File: config.mk
export PLATFORM = sky130hd
export DESIGN_NAME = masked_byte_pattern_search
export DESIGN_NICKNAME = d
export VERILOG_FILES = /design/src/sv/mbps_pkg.sv /design/src/sv/mbps_cfg.sv /design/src/sv/mbps_match.sv /design/src/sv/masked_byte_pattern_search.sv
export SDC_FILE = /design/constraint.sdc
export NUM_CORES = 1
export LEC_CHECK = 0
export BUFFER_PORTS_ARGS = -buffer_cell sky130_fd_sc_hd__buf_2
export CAP_MARGIN = 20
export CORE_MARGIN = 2
export CORE_UTILIZATION = 65
export CTS_BUF_LIST = sky130_fd_sc_hd__clkbuf_4 sky130_fd_sc_hd__clkbuf_8
export CTS_CLUSTER_DIAMETER = 200
export DETAILED_ROUTE_END_ITERATION = 10
export PLACE_DENSITY_LB_ADDON = 0.05
export RECOVER_POWER = 25
export SETUP_SLACK_MARGIN = 0.02
export SLEW_MARGIN = 20
export SYNTH_ARGS = -nofsm -noshare
export SYNTH_HDL_FRONTEND = slang
export SYNTH_SLANG_ARGS = --single-unit
File: constraint.sdc
create_clock -name clk -period 11.25 [get_ports clk]
set_input_delay 0.5625 -clock clk [delete_from_list [all_inputs] [get_ports clk]]
set_output_delay 0.5625 -clock clk [all_outputs]
set_load 0.005 [all_outputs]
File: src/sv/mbps_pkg.sv
// mbps_pkg: shared types and constants for the masked byte pattern search
// word structs, configuration register map, and window sizing
// no dependencies
package mbps_pkg;

  localparam int MAX_PATTERN_BYTES = 16;
  localparam int OFFSET_BITS       = 32;
  localparam int LEN_BITS          = 5;
  localparam int ADDR_BITS         = 5;
  localparam int DATA_BITS         = 64;

  typedef enum logic [1:0] {
    REG_PATTERN_LOW  = 2'd0,
    REG_PATTERN_HIGH = 2'd1,
    REG_CARE_MASK    = 2'd2,
    REG_PATTERN_LEN  = 2'd3
  } reg_index_t;

  typedef struct packed {
    logic [7:0] data_byte;
    logic       last_byte;
  } byte_word_t;

  typedef struct packed {
    logic        found;
    logic [31:0] match_offset;
  } result_word_t;

  typedef struct packed {
    logic [63:0]                  pattern_low;
    logic [63:0]                  pattern_high;
    logic [MAX_PATTERN_BYTES-1:0] care_mask;
    logic [LEN_BITS-1:0]          pattern_length;
  } cfg_t;

  typedef struct packed {
    logic         hit;
    result_word_t word;
  } match_out_t;

endpackage

File: src/sv/mbps_cfg.sv
// mbps_cfg: APB-style configuration registers for the pattern search
// holds pattern bytes, care mask and pattern length
// depends on mbps_pkg
module mbps_cfg import mbps_pkg::*; (
  input  logic                 clk,
  input  logic                 rst,
  input  logic                 psel,
  input  logic                 penable,
  input  logic                 pwrite,
  input  logic [ADDR_BITS-1:0] paddr,
  input  logic [DATA_BITS-1:0] pwdata,
  output logic [DATA_BITS-1:0] prdata,
  output logic                 pready,
  output cfg_t                 cfg
);

  reg_index_t reg_index;
  logic       wr_en;

  assign reg_index = reg_index_t'(paddr[ADDR_BITS-1:3]);
  assign wr_en     = psel && penable && pwrite;
  assign pready    = 1'b1;

  always_ff @(posedge clk) begin
    if (rst) begin
      cfg.pattern_low    <= '0;
      cfg.pattern_high   <= '0;
      cfg.care_mask      <= '1;
      cfg.pattern_length <= LEN_BITS'(1);
    end else if (wr_en) begin
      unique case (reg_index)
        REG_PATTERN_LOW:  cfg.pattern_low    <= pwdata;
        REG_PATTERN_HIGH: cfg.pattern_high   <= pwdata;
        REG_CARE_MASK:    cfg.care_mask      <= pwdata[MAX_PATTERN_BYTES-1:0];
        REG_PATTERN_LEN:  cfg.pattern_length <= pwdata[LEN_BITS-1:0];
        default: ;
      endcase
    end
  end

  always_comb begin
    unique case (reg_index)
      REG_PATTERN_LOW:  prdata = cfg.pattern_low;
      REG_PATTERN_HIGH: prdata = cfg.pattern_high;
      REG_CARE_MASK:    prdata = DATA_BITS'(cfg.care_mask);
      REG_PATTERN_LEN:  prdata = DATA_BITS'(cfg.pattern_length);
      default:          prdata = '0;
    endcase
  end

endmodule

File: src/sv/mbps_match.sv
// mbps_match: byte window, region counters and masked window compare
// produces at most one result per accepted byte
// depends on mbps_pkg
module mbps_match import mbps_pkg::*; (
  input  logic       clk,
  input  logic       rst,
  input  logic       take,
  input  byte_word_t word,
  input  cfg_t       cfg,
  output match_out_t result
);

  localparam logic [OFFSET_BITS-1:0] OFFSET_LIMIT = '1;

  logic [7:0]             recent_bytes [MAX_PATTERN_BYTES];
  logic [7:0]             recent_bytes_next [MAX_PATTERN_BYTES];
  logic [OFFSET_BITS-1:0] bytes_seen;
  logic                   already_reported;

  logic [7:0]             pat [MAX_PATTERN_BYTES];
  logic [LEN_BITS-1:0]    len;
  logic [LEN_BITS-1:0]    len_m1;
  logic [MAX_PATTERN_BYTES-1:0] len_match;
  logic                   win_match;
  logic                   searching;
  logic                   hit;
  logic [OFFSET_BITS-1:0] start_offset;

  always_comb begin
    for (int i = 0; i < MAX_PATTERN_BYTES; i++) begin
      if (i < 8) pat[i] = cfg.pattern_low[8*(i%8) +: 8];
      else       pat[i] = cfg.pattern_high[8*(i%8) +: 8];
    end
  end

  // clamp length into 1..max
  always_comb begin
    if (cfg.pattern_length == '0)
      len = LEN_BITS'(1);
    else if (cfg.pattern_length > LEN_BITS'(MAX_PATTERN_BYTES))
      len = LEN_BITS'(MAX_PATTERN_BYTES);
    else
      len = cfg.pattern_length;
    len_m1 = len - LEN_BITS'(1);
  end

  always_comb begin
    recent_bytes_next[0] = word.data_byte;
    for (int k = 1; k < MAX_PATTERN_BYTES; k++)
      recent_bytes_next[k] = recent_bytes[k-1];
  end

  // one match bit per candidate length, fixed window taps
  always_comb begin
    for (int l = 0; l < MAX_PATTERN_BYTES; l++) begin
      len_match[l] = 1'b1;
      for (int i = 0; i < MAX_PATTERN_BYTES; i++) begin
        if (i <= l) begin
          if (cfg.care_mask[i] && (recent_bytes_next[l-i] != pat[i]))
            len_match[l] = 1'b0;
        end
      end
    end
  end

  assign win_match    = len_match[len_m1[LEN_BITS-2:0]];
  assign searching    = bytes_seen < OFFSET_LIMIT;
  assign hit          = searching && !already_reported &&
                        (bytes_seen >= OFFSET_BITS'(len_m1)) && win_match;
  assign start_offset = bytes_seen - OFFSET_BITS'(len_m1);

  always_comb begin
    result.hit = 1'b0;
    result.word.found = 1'b0;
    result.word.match_offset = '0;
    if (hit) begin
      result.hit = 1'b1;
      result.word.found = 1'b1;
      result.word.match_offset = 32'(start_offset);
    end else if (word.last_byte && !already_reported) begin
      result.hit = 1'b1;
    end
  end

  always_ff @(posedge clk) begin
    if (rst) begin
      bytes_seen       <= '0;
      already_reported <= 1'b0;
      for (int k = 0; k < MAX_PATTERN_BYTES; k++) recent_bytes[k] <= '0;
    end else if (take) begin
      if (word.last_byte) begin
        bytes_seen       <= '0;
        already_reported <= 1'b0;
        for (int k = 0; k < MAX_PATTERN_BYTES; k++) recent_bytes[k] <= '0;
      end else if (searching) begin
        bytes_seen <= bytes_seen + OFFSET_BITS'(1);
        if (hit) already_reported <= 1'b1;
        for (int k = 0; k < MAX_PATTERN_BYTES; k++) recent_bytes[k] <= recent_bytes_next[k];
      end
    end
  end

endmodule

File: src/sv/masked_byte_pattern_search.sv
// masked_byte_pattern_search: top level of the wildcard byte pattern scan
// channel   | valid         | stall         | word
// byte in   | byte_valid    | byte_stall    | byte_word (data_byte, last_byte)
// result    | result_valid  | result_stall  | result_word (found, match_offset)
// config    | psel/penable  | pready = 1    | paddr, pwdata, prdata (64 bit)
// one byte per cycle unless stalled; results register when their byte is taken
// byte_stall rises only while a held result is stalled downstream
// rst is synchronous and clears window, counters and result valid
// depends on mbps_pkg, mbps_cfg, mbps_match
module masked_byte_pattern_search import mbps_pkg::*; (
  input  logic                 clk,
  input  logic                 rst,
  input  logic                 byte_valid,
  output logic                 byte_stall,
  input  byte_word_t           byte_word,
  output logic                 result_valid,
  input  logic                 result_stall,
  output result_word_t         result_word,
  input  logic                 psel,
  input  logic                 penable,
  input  logic                 pwrite,
  input  logic [ADDR_BITS-1:0] paddr,
  input  logic [DATA_BITS-1:0] pwdata,
  output logic [DATA_BITS-1:0] prdata,
  output logic                 pready
);

  cfg_t       cfg;
  match_out_t match_res;
  logic       take;

  assign byte_stall = result_valid && result_stall;
  assign take       = byte_valid && !byte_stall;

  mbps_cfg u_cfg (
    .clk     (clk),
    .rst     (rst),
    .psel    (psel),
    .penable (penable),
    .pwrite  (pwrite),
    .paddr   (paddr),
    .pwdata  (pwdata),
    .prdata  (prdata),
    .pready  (pready),
    .cfg     (cfg)
  );

  mbps_match u_match (
    .clk    (clk),
    .rst    (rst),
    .take   (take),
    .word   (byte_word),
    .cfg    (cfg),
    .result (match_res)
  );

  always_ff @(posedge clk) begin
    if (rst) begin
      result_valid <= 1'b0;
    end else if (take && match_res.hit) begin
      result_valid <= 1'b1;
    end else if (!result_stall) begin
      result_valid <= 1'b0;
    end
  end

  always_ff @(posedge clk) begin
    if (take && match_res.hit) begin
      result_word <= match_res.word;
    end
  end

endmodule

After elaboration in Yosys (flattened, before gate mapping). Memories as Yosys holds them, arrays and structs flattened. Cells that the tools add are included.

Add/subtract/negate cells: 3. Magnitude comparators: 4. Equality and inequality tests: 140. Mux-type cells: 194. Bitwise gates (word level): 32. Reductions and logical operators: 157.

Operators with widths (count): inequality test 8 bit (136); two-way mux 8 bit (32); one-hot mux 64 bit (4 select lines) (1); two-way mux 1 bit (155); logical AND 1 bit (145); two-way mux 32 bit (2); two-way mux 33 bit (1); adder 32 x 1 -> 32 bit, second input constant (1); >= comparator 32 x 5 -> 1 bit (1); less-than comparator 32 bit, second input constant (1); OR 1 bit (32); subtractor 32 x 5 -> 32 bit (1); two-way mux 5 bit (2); AND reduction 2 bit (5); > comparator 5 bit, second input constant (1); zero test 5 bit (1); less-than comparator 4 x 5 -> 1 bit, second input constant (1); subtractor 5 x 1 -> 5 bit, second input constant (1); binary-select mux 1 bit (select 4 bit) (1); equality test 2 bit, second input constant (2); nonzero test 2 bit (2); AND reduction 3 bit (1); equality test 2 x 1 -> 1 bit, second input constant (1); zero test 1 bit (2); 2 further kinds (2).

Register bits: 216. Memory bits (writable): 128. Input port bits: 85. Output and inout bits: 100. Word-level logic and storage cells: 540. Memories kept: 1.

Memory list: u_match.recent_bytes (words 16, bits a word 8, read ports 15, clocked after Yosys merged registers in 0, wr ports 16, line mbps_match.sv:15) `logic [7:0] recent_bytes [MAX_PATTERN_BYTES];`.

Longest topological paths before layout. Gate-level depths: netlist of the first run. An unclocked memory read counts as a cell.

Depth after elaboration: 25. Gate-level depth with buffers: 19. Gate-level depth less buffers: 17.

By module. Synthesis of the first run repeated with hierarchy kept, for this count alone.

Cell total of the unflattened synthesis: 3271. Area total of the unflattened synthesis: 29040.4 um2.

Modules (own cells, without submodules): mbps_match (instances 1, cells an instance 2501, area each 20759.9 um2, seq. area each 4184.0 um2); mbps_cfg (instances 1, cells an instance 730, area each 7240.7 um2, seq. area each 2982.9 um2); masked_byte_pattern_search (instances 1, cells an instance 40, area each 1039.7 um2, seq. area each 1011.0 um2).

Worst setup path after synthesis of the first run. OpenSTA, ideal clock, no wires.

Path kind: register to register. From: register, netlist name u_cfg.cfg[1]. To: register result_word[0] (netlist name) (enable). Setup time: 434 ps. Data arrival time: 4914 ps. Slack: 5902 ps. Cell stages (with the launch flop): 17. Period minus slack after synthesis: 5348 ps. Cell sequence: dfxtp_1 nor3_1 o21ba_2 buf_2 clkinv_1 ha_1 xnor2_1 ha_1 a21o_1 a21o_1 a21boi_1 nand4_4 a2111oi_2 or3_1 a21oi_2 o21ai_4 a21oi_1.

Cells in the longest elaborated chain, start to end: 9.

Ends and longest elaborated chain: > comparator 5 bit (line mbps_match.sv:40) `else if (cfg.pattern_length > LEN_BITS'(MAX_PATTERN_BYTES))`; two-way mux 5 bit (line mbps_match.sv:40); two-way mux 5 bit (*) (line mbps_match.sv:38) `if (cfg.pattern_length == '0)`; subtractor 5 x 1 -> 5 bit (*) (line mbps_match.sv:44) `len_m1 = len - LEN_BITS'(1);`; >= comparator 32 x 5 -> 1 bit / binary-select mux 1 bit (select 4 bit) (equally long branches) (line mbps_match.sv:69, mbps_match.sv:66); logical AND 1 bit / two-way mux 1 bit (equally long branches) (line mbps_match.sv:68, mbps_match.sv:66); logical AND 1 bit (*) (line mbps_match.sv:69) `(bytes_seen >= OFFSET_BITS'(len_m1)) && win_match;`; two-way mux 1 bit (*) (line mbps_match.sv:76) `if (hit) begin`; logical AND 1 bit (*) (line masked_byte_pattern_search.sv:68) `if (take && match_res.hit) begin`; to (signal assigned) (line masked_byte_pattern_search.sv:69) `result_word <= match_res.word;`; to (decl) (line masked_byte_pattern_search.sv:18) `output result_word_t result_word,`.

Mark *: on every way between the ends. The rest lies on a longest branch, timed or not. The select of a mux whose other input is x is not followed. A chain may end at the register's enable or synchronous reset.

Worst setup path in the final report of the first run.
From: input paddr[4]. To: register, netlist name u_cfg.cfg[148].

Cells in the longest elaborated chain, start to end: 2.

Ends and longest elaborated chain: from (decl) (line masked_byte_pattern_search.sv:22) `input logic [ADDR_BITS-1:0] paddr,`; zero test 2 bit (line mbps_cfg.sv:31) `unique case (reg_index)`; AND reduction 2 bit (no source line).

No other way between the ends.

==> metrics, run 1 <==
total track usage 0.483; max-slew violation count 198; cells after synthesis 3,340; Period minus WS final 6.23 ns; Synth warnings 0; maximum VDD drop 0.125 mV; initial antenna violation count 7; ys async rst share 0; Final Hold Fails 0; CTS-repair resized insts 0; Final HPWL DP 71,400 um; Yosys reg bits 336; Layout area overhead 5.92%; Max Fclk 161 MHz; count of cell types in the netlist 67; crit path max-delay cell type clkbuf_1; status finished with violations; vias in the first global route 24,700; CTS Sinks 336; Critical Path Start paddr[4]; Yosys top cell area share 0.341; Worst R2R Start u_cfg.cfg[2]$_SDFFE_PP0P_; 1st-iter DRT viols 3,764; placed cell areas 28,300 sq um; clk_skew 0.0367 ns; Buf+Inv Stages, Crit Path 3; Post-CTS Hold Buffers 0; synthesized area per cell 8.37 sq um; HP Class input pin to register; crit path capture type register; first-pass GRT wire length 159,000 um; CTS clk-pin slew, worst paths 0.06 ns; CTS buffer count 58; Final setup violation count 0; Vias 26,100; postcts setup bufs 0; Design Area, Final 29,600 sq um; max-cap violation count 3; Synth Net Count 3,433; share of layout cells above drive strength 1 0.114; Top FF cell, synth dfxtp_1; largest net degree at the start of global routing 126; core area 42,200 sq um; global route overflow 0; CP max stage delay 2.71 ns; die area 44,700 sq um; critical path, cell by cell buf_2 > clkbuf_1 > or3_2 > clkbuf_1 > nand2_1 > a21oi_1; Post-Route WL 109,000 um; Port Buffers 180; crit start category input pin; worst skew pair latency 0.70 ns; sequential area share after synthesis 0.292; routability cong. 1.14; DRT antenna net count 0; die height 211 um; failing checks max-capacitance violations, max-slew violations; Leakage 8.99 nW; RSZ-0062 raised after global routing false; vias per cell 6.83; crit path kind input pin to register; R2R Setup Slk 5.36 ns; most common cell in the netlist xnor2_1; Worst-Margin Slew 3.90 ns; clk buf depth 3; CTS tree done; First-pass DRT Iterations 7; worst hold slack 0.111 ns; Root Driver clkbuf_8; fill cell count 3,366; Slew Limit Headroom -1.60; Final Cycle Share 0.553; nets 3,331; Initial Utilization 0.662; Worst path most repeated cell clkbuf_1; Cell Rows 75; CP top delay family buffers and inverters; Crit Path Max Fanout 70; worst hold start pwdata[60]; WP data arrival 6.85 ns; H-tree depth 2; Die Wd 211 um; Antenna Cells 0; post-synth top area cell xnor2_1; PD cells 113 nW/um^2; hold worst-path end u_cfg.cfg[81]$_SDFFE_PP0P_; Worst Hold Depth 3; Post-synth EDFFs 145; Worst R2R End result_word[0]$_SDFFCE_PN0P_; most common library cells after synthesis xnor2_1 (1,089), nand2_1 (333), nand4_1 (306); post-layout power 0.00335 W; setup TNS 0 ns; per-cell routed wire length 28.6 um; Reg2Reg Depth 14; Critical Path RT 11.87 ns; DRC Markers 0; Post-Syn Area 28,000 sq um; Synth area leaders xnor2_1 (34%), edfxtp_1 (16%), dfxtp_1 (14%); # IOs 185
## power by group
group	internal (W)	switching, W
Clock	0.000723	0.000542
Combinational	0.000281	0.000369
Sequential	0.00132	0.000119
## worst register-to-register path: cells and delay by family, from the launching register on
kind,cells,cell delay [ns]
simple gates,3,0.66
flops,1,0.37
fa+ha+maj,2,1.27
compound gates,8,2.55
buf+inv,1,0.65
## placed cells by master, fill, tap and decap left out, types with 4 or more instances in the layout
| cell | instances |
|---|---|
| a21o_1 | 4 |
| dfxtp_1 | 187 |
| and2_1 | 115 |
| buf_4 | 82 |
| and3_1 | 7 |
| o21ai_0 | 174 |
| nor2b_1 | 5 |
| mux2i_1 | 88 |
| ha_1 | 7 |
| bufinv_16 | 4 |
| clkinv_2 | 8 |
| o21ai_1 | 16 |
| mux4_2 | 5 |
| clkbuf_8 | 69 |
| a31oi_1 | 8 |
| clkbuf_2 | 5 |
| nand3_1 | 32 |
| nor2_1 | 113 |
| a21oi_1 | 142 |
| o31ai_1 | 11 |
| xor2_1 | 29 |
| nor3_1 | 11 |
| dfxtp_2 | 4 |
| inv_1 | 10 |
| clkbuf_4 | 22 |
| nor4_1 | 17 |
| clkbuf_1 | 27 |
| edfxtp_1 | 145 |
| xnor2_1 | 1089 |
| nand4_1 | 306 |
| buf_2 | 149 |
| nand2_1 | 333 |
## per-layer routing
layer,GRT usage,part of all wire,up-vias,wire length (um)
met2,0.708,0.41,2185,44900
met3,0.169,0.15,737,16100
met1,0.584,0.35,12300,38100
li1,-,-,10900,-
met4,0.362,0.093,6,10200
met5,0,0.00041,-,45
## how the worst max path moves through the flow
stage | end | depth (start not counted)
2_1_floorplan | result_word[0]$_SDFFCE_PN0P_ | 16
3_3_place_gp | result_word[3]$_SDFFCE_PN0P_ | 14
3_5_place_dp | result_word[0]$_SDFFCE_PN0P_ | 15
4_1_cts | result_word[0]$_SDFFCE_PN0P_ | 15
5_1_grt | u_cfg.cfg[148]$_SDFFE_PP0P_ | 6
6_report | u_cfg.cfg[148]$_SDFFE_PP0P_ | 6
## cell type report
class	instances	area [sq um]	area share
timing repair buffer	263	1490	0.0502
clock buffer	91	1110	0.0376
tap	539	674	0.0228
clock inverter	17	195	0.00659
sequential	336	8180	0.276
multi-input combinational	2565	17900	0.605
inverter	14	52.6	0.00177
## stage by stage
stage | cells | utilization | setup WS, ns
4_1_cts | 3823 | 0.702 | 5.47
3_5_place_dp | 3715 | 0.671 | 5.51
3_3_place_gp | 3715 | 0.671 | 5.77
5_1_grt | 3825 | 0.701 | 4.80
2_1_floorplan | 3340 | - | 5.90
6_report | 3825 | 0.701 | 5.02
## flip-flops by register name (all words and copies together), names as in the netlist
| name | count |
|---|---|
| u_match.already_reported | 1 |
| result_valid | 1 |
| result_word | 33 |
| u_match.bytes_seen | 32 |
| u_cfg.cfg | 149 |
| u_match.recent_bytes | 120 |
## cells by family (layout without fill, tap and decap cells)
group | Yosys count | after routing | synth area share
AO/OA/AOI/OAI | 378 | 378 | 0.0731
XOR/XNOR | 1118 | 1118 | 0.350
adder cells (fa/ha/maj) | 8 | 8 | 0.00385
buffers and inverters | 439 | 385 | 0.0680
flip-flops | 336 | 336 | 0.292
multiplexers | 93 | 93 | 0.0355
other | 1 | 1 | 0.000134
AND/OR/NAND/NOR | 967 | 967 | 0.177
Note: power is estimated with default switching activity, not from simulation.
==> inputs of run 2 (changes only) <==
Settings changed: CORE_UTILIZATION 65 to 58.
Clock period 11.25 ns to 5.7 ns, I/O delays scaled along.
==> run 2 against run 1 <==
  * The flow still finishes with violations (max-capacitance violations, max-slew violations)
  * Die area grew 12%
  * Critical path depth grew 3
  * Core utilization shrank 5.2 points
  * Critical path type is now register to register
  * Critical endpoint is now result_word[0]$_SDFFCE_PN0P_
  * Highest routed layer unchanged
==> metrics, run 2 (synthesis results as in run 1) <==
worst skew pair latency 0.71 ns; Buf+Inv Stages, Crit Path 0; CTS buffer count 59; First-pass DRT Iterations 7; Crit Path Max Fanout 33; HP Class input pin to register; total track usage 0.463; Critical Path RT 5.99 ns; die area 50,000 sq um; H-tree depth 2; initial antenna violation count 5; Slew Limit Headroom -1.26; Final HPWL DP 83,300 um; routability cong. 1.06; Initial Utilization 0.587; CP max stage delay 0.96 ns; Post-Route WL 118,000 um; clk_skew 0.0470 ns; met1 WL 43,600 um; worst hold slack 0.0595 ns; DRC Markers 0; DRT antenna net count 0; clk buf depth 3; met2 WL post-DR 48,800 um; max-slew violation count 100; failing checks max-capacitance violations, max-slew violations; Root Driver clkbuf_8; Period minus WS final 4.75 ns; first-pass GRT wire length 169,000 um; met3 wire length 16,500 um; Vias 26,500; crit path max-delay cell type edfxtp_1; CP top delay family compound AO/OA/AOI/OAI gates; share of layout cells above drive strength 1 0.131; max-cap violation count 1; CTS Sinks 336; PD cells 218 nW/um^2; maximum VDD drop 0.258 mV; largest net degree at the start of global routing 85; Largest regs u_cfg.cfg (149), u_match.recent_bytes (120), result_word (33); core area 47,600 sq um; most common cell after layout, fill and taps aside xnor2_1; # IOs 185; Port Buffers 180; Final setup violation count 0; largest reg by FF count u_cfg.cfg; critical path, cell by cell xnor2_1 > nand4_1 > o21ai_0 > nand4_1 > nor4_1 > nand3_1 > a221oi_2 > o21ai_4 > a21oi_4; DR top layer met5; RSZ-0062 raised after global routing false; setup TNS 0 ns; Worst-Margin Slew 3.38 ns; Final Hold Fails 0; Cell Rows 80; Die Wd 224 um; nets 3,471; die height 224 um; CTS clk-pin slew, worst paths 0.07 ns; max reg flops 149; CTS tree done; Leakage 9.69 nW; crit path capture type register; Max Fclk 211 MHz; crit path kind register to register; global route overflow 0; 1st-iter DRT viols 3,769; status finished with violations; Place WS 0.994 ns; final worst slack 0.954 ns; per-cell routed wire length 29.3 um; vias per cell 6.55; WP data arrival 5.03 ns; crit start category register; Final Cycle Share 0.833; commonest cells after routing, fill and taps aside xnor2_1 (1,089), nand2_1 (333), nand4_1 (306); vias in the first global route 25,000; Worst path most repeated cell nand4_1; Layout area overhead 10.7%
run 2: cell count changes in the layout (fill, tap and decap cells not counted), sizes merged:
cell / before / now
inv: 15 / 17
clkinv: 11 / 17
bufinv: 4 / 5
dlygate4sd3: 0 / 65
buf: 231 / 315
diode: 0 / 2
clkbuf: 123 / 108
run 2: worst min-delay path, cell delays in order:
cell,delay (ns)
buf_2,0.07
nand2_1,0.12
o221ai_1,0.21
run 2: metal layers:
metal | vias up | global-route usage
met5 | - | 0
met4 | 2 | 0.313
met3 | 580 | 0.159
met2 | 2132 | 0.672
met1 | 12600 | 0.580
li1 | 11200 | -
run 2: report_power, final:
group          internal, W  switching, W  leakage [nW]  total [W]
Combinational     0.000598      0.000726          5.87    0.00132
Clock              0.00145       0.00111         0.716    0.00256
Sequential         0.00260      0.000272          3.10    0.00287
Total              0.00465       0.00211          9.69    0.00676
run 2: what timing repair did:
item                                   in CTS  in global routing
hold buffers                               65                  0
setup buffers                               0                  0
endpoints found under the hold margin     150                  0
gates resized for setup                     0                  0
run 2: layout make-up:
class / instances / area (sq um)
inverters: 14 / 52.6
flip-flops and latches: 336 / 8180
repair buffers: 402 / 2700
diodes: 2 / 5.00
clock buffers: 86 / 1080
clock inverters: 26 / 267
fillers: 4105 / 16700
multi-input cells: 2565 / 17900
well taps: 615 / 769
run 2: worst paths after layout:
| check | startpoint | end | slack (ns) | cells after the start |
|---|---|---|---|---|
| worst max-delay path | u_match.recent_bytes[0][52]$_SDFFCE_PN0P_ | result_word[0]$_SDFFCE_PN0P_ | 0.95 | 9 |
| worst min-delay path | result_stall | result_valid$_SDFFE_PP0P_ | 0.06 | 3 |
| worst max register to register | u_match.recent_bytes[0][52]$_SDFFCE_PN0P_ | result_word[0]$_SDFFCE_PN0P_ | 0.95 | 9 |
| worst min register to register | u_cfg.cfg[78]$_SDFFE_PP0P_ | u_cfg.cfg[78]$_SDFFE_PP0P_ | 0.50 | 2 |
run 2: per-stage QoR:
stage / util / std cells / total power, W / area [sq um]
final: 0.650 / 4046 / 0.00676 / 31000
after global routing: 0.650 / 4045 / 0.00693 / 31000
after CTS: 0.650 / 4044 / 0.00670 / 31000
after detailed placement: 0.609 / 3867 / 0.00414 / 29000
after global placement: 0.609 / 3867 / 0.00411 / 29000
after floorplan: - / 3340 / 0.00370 / 28000
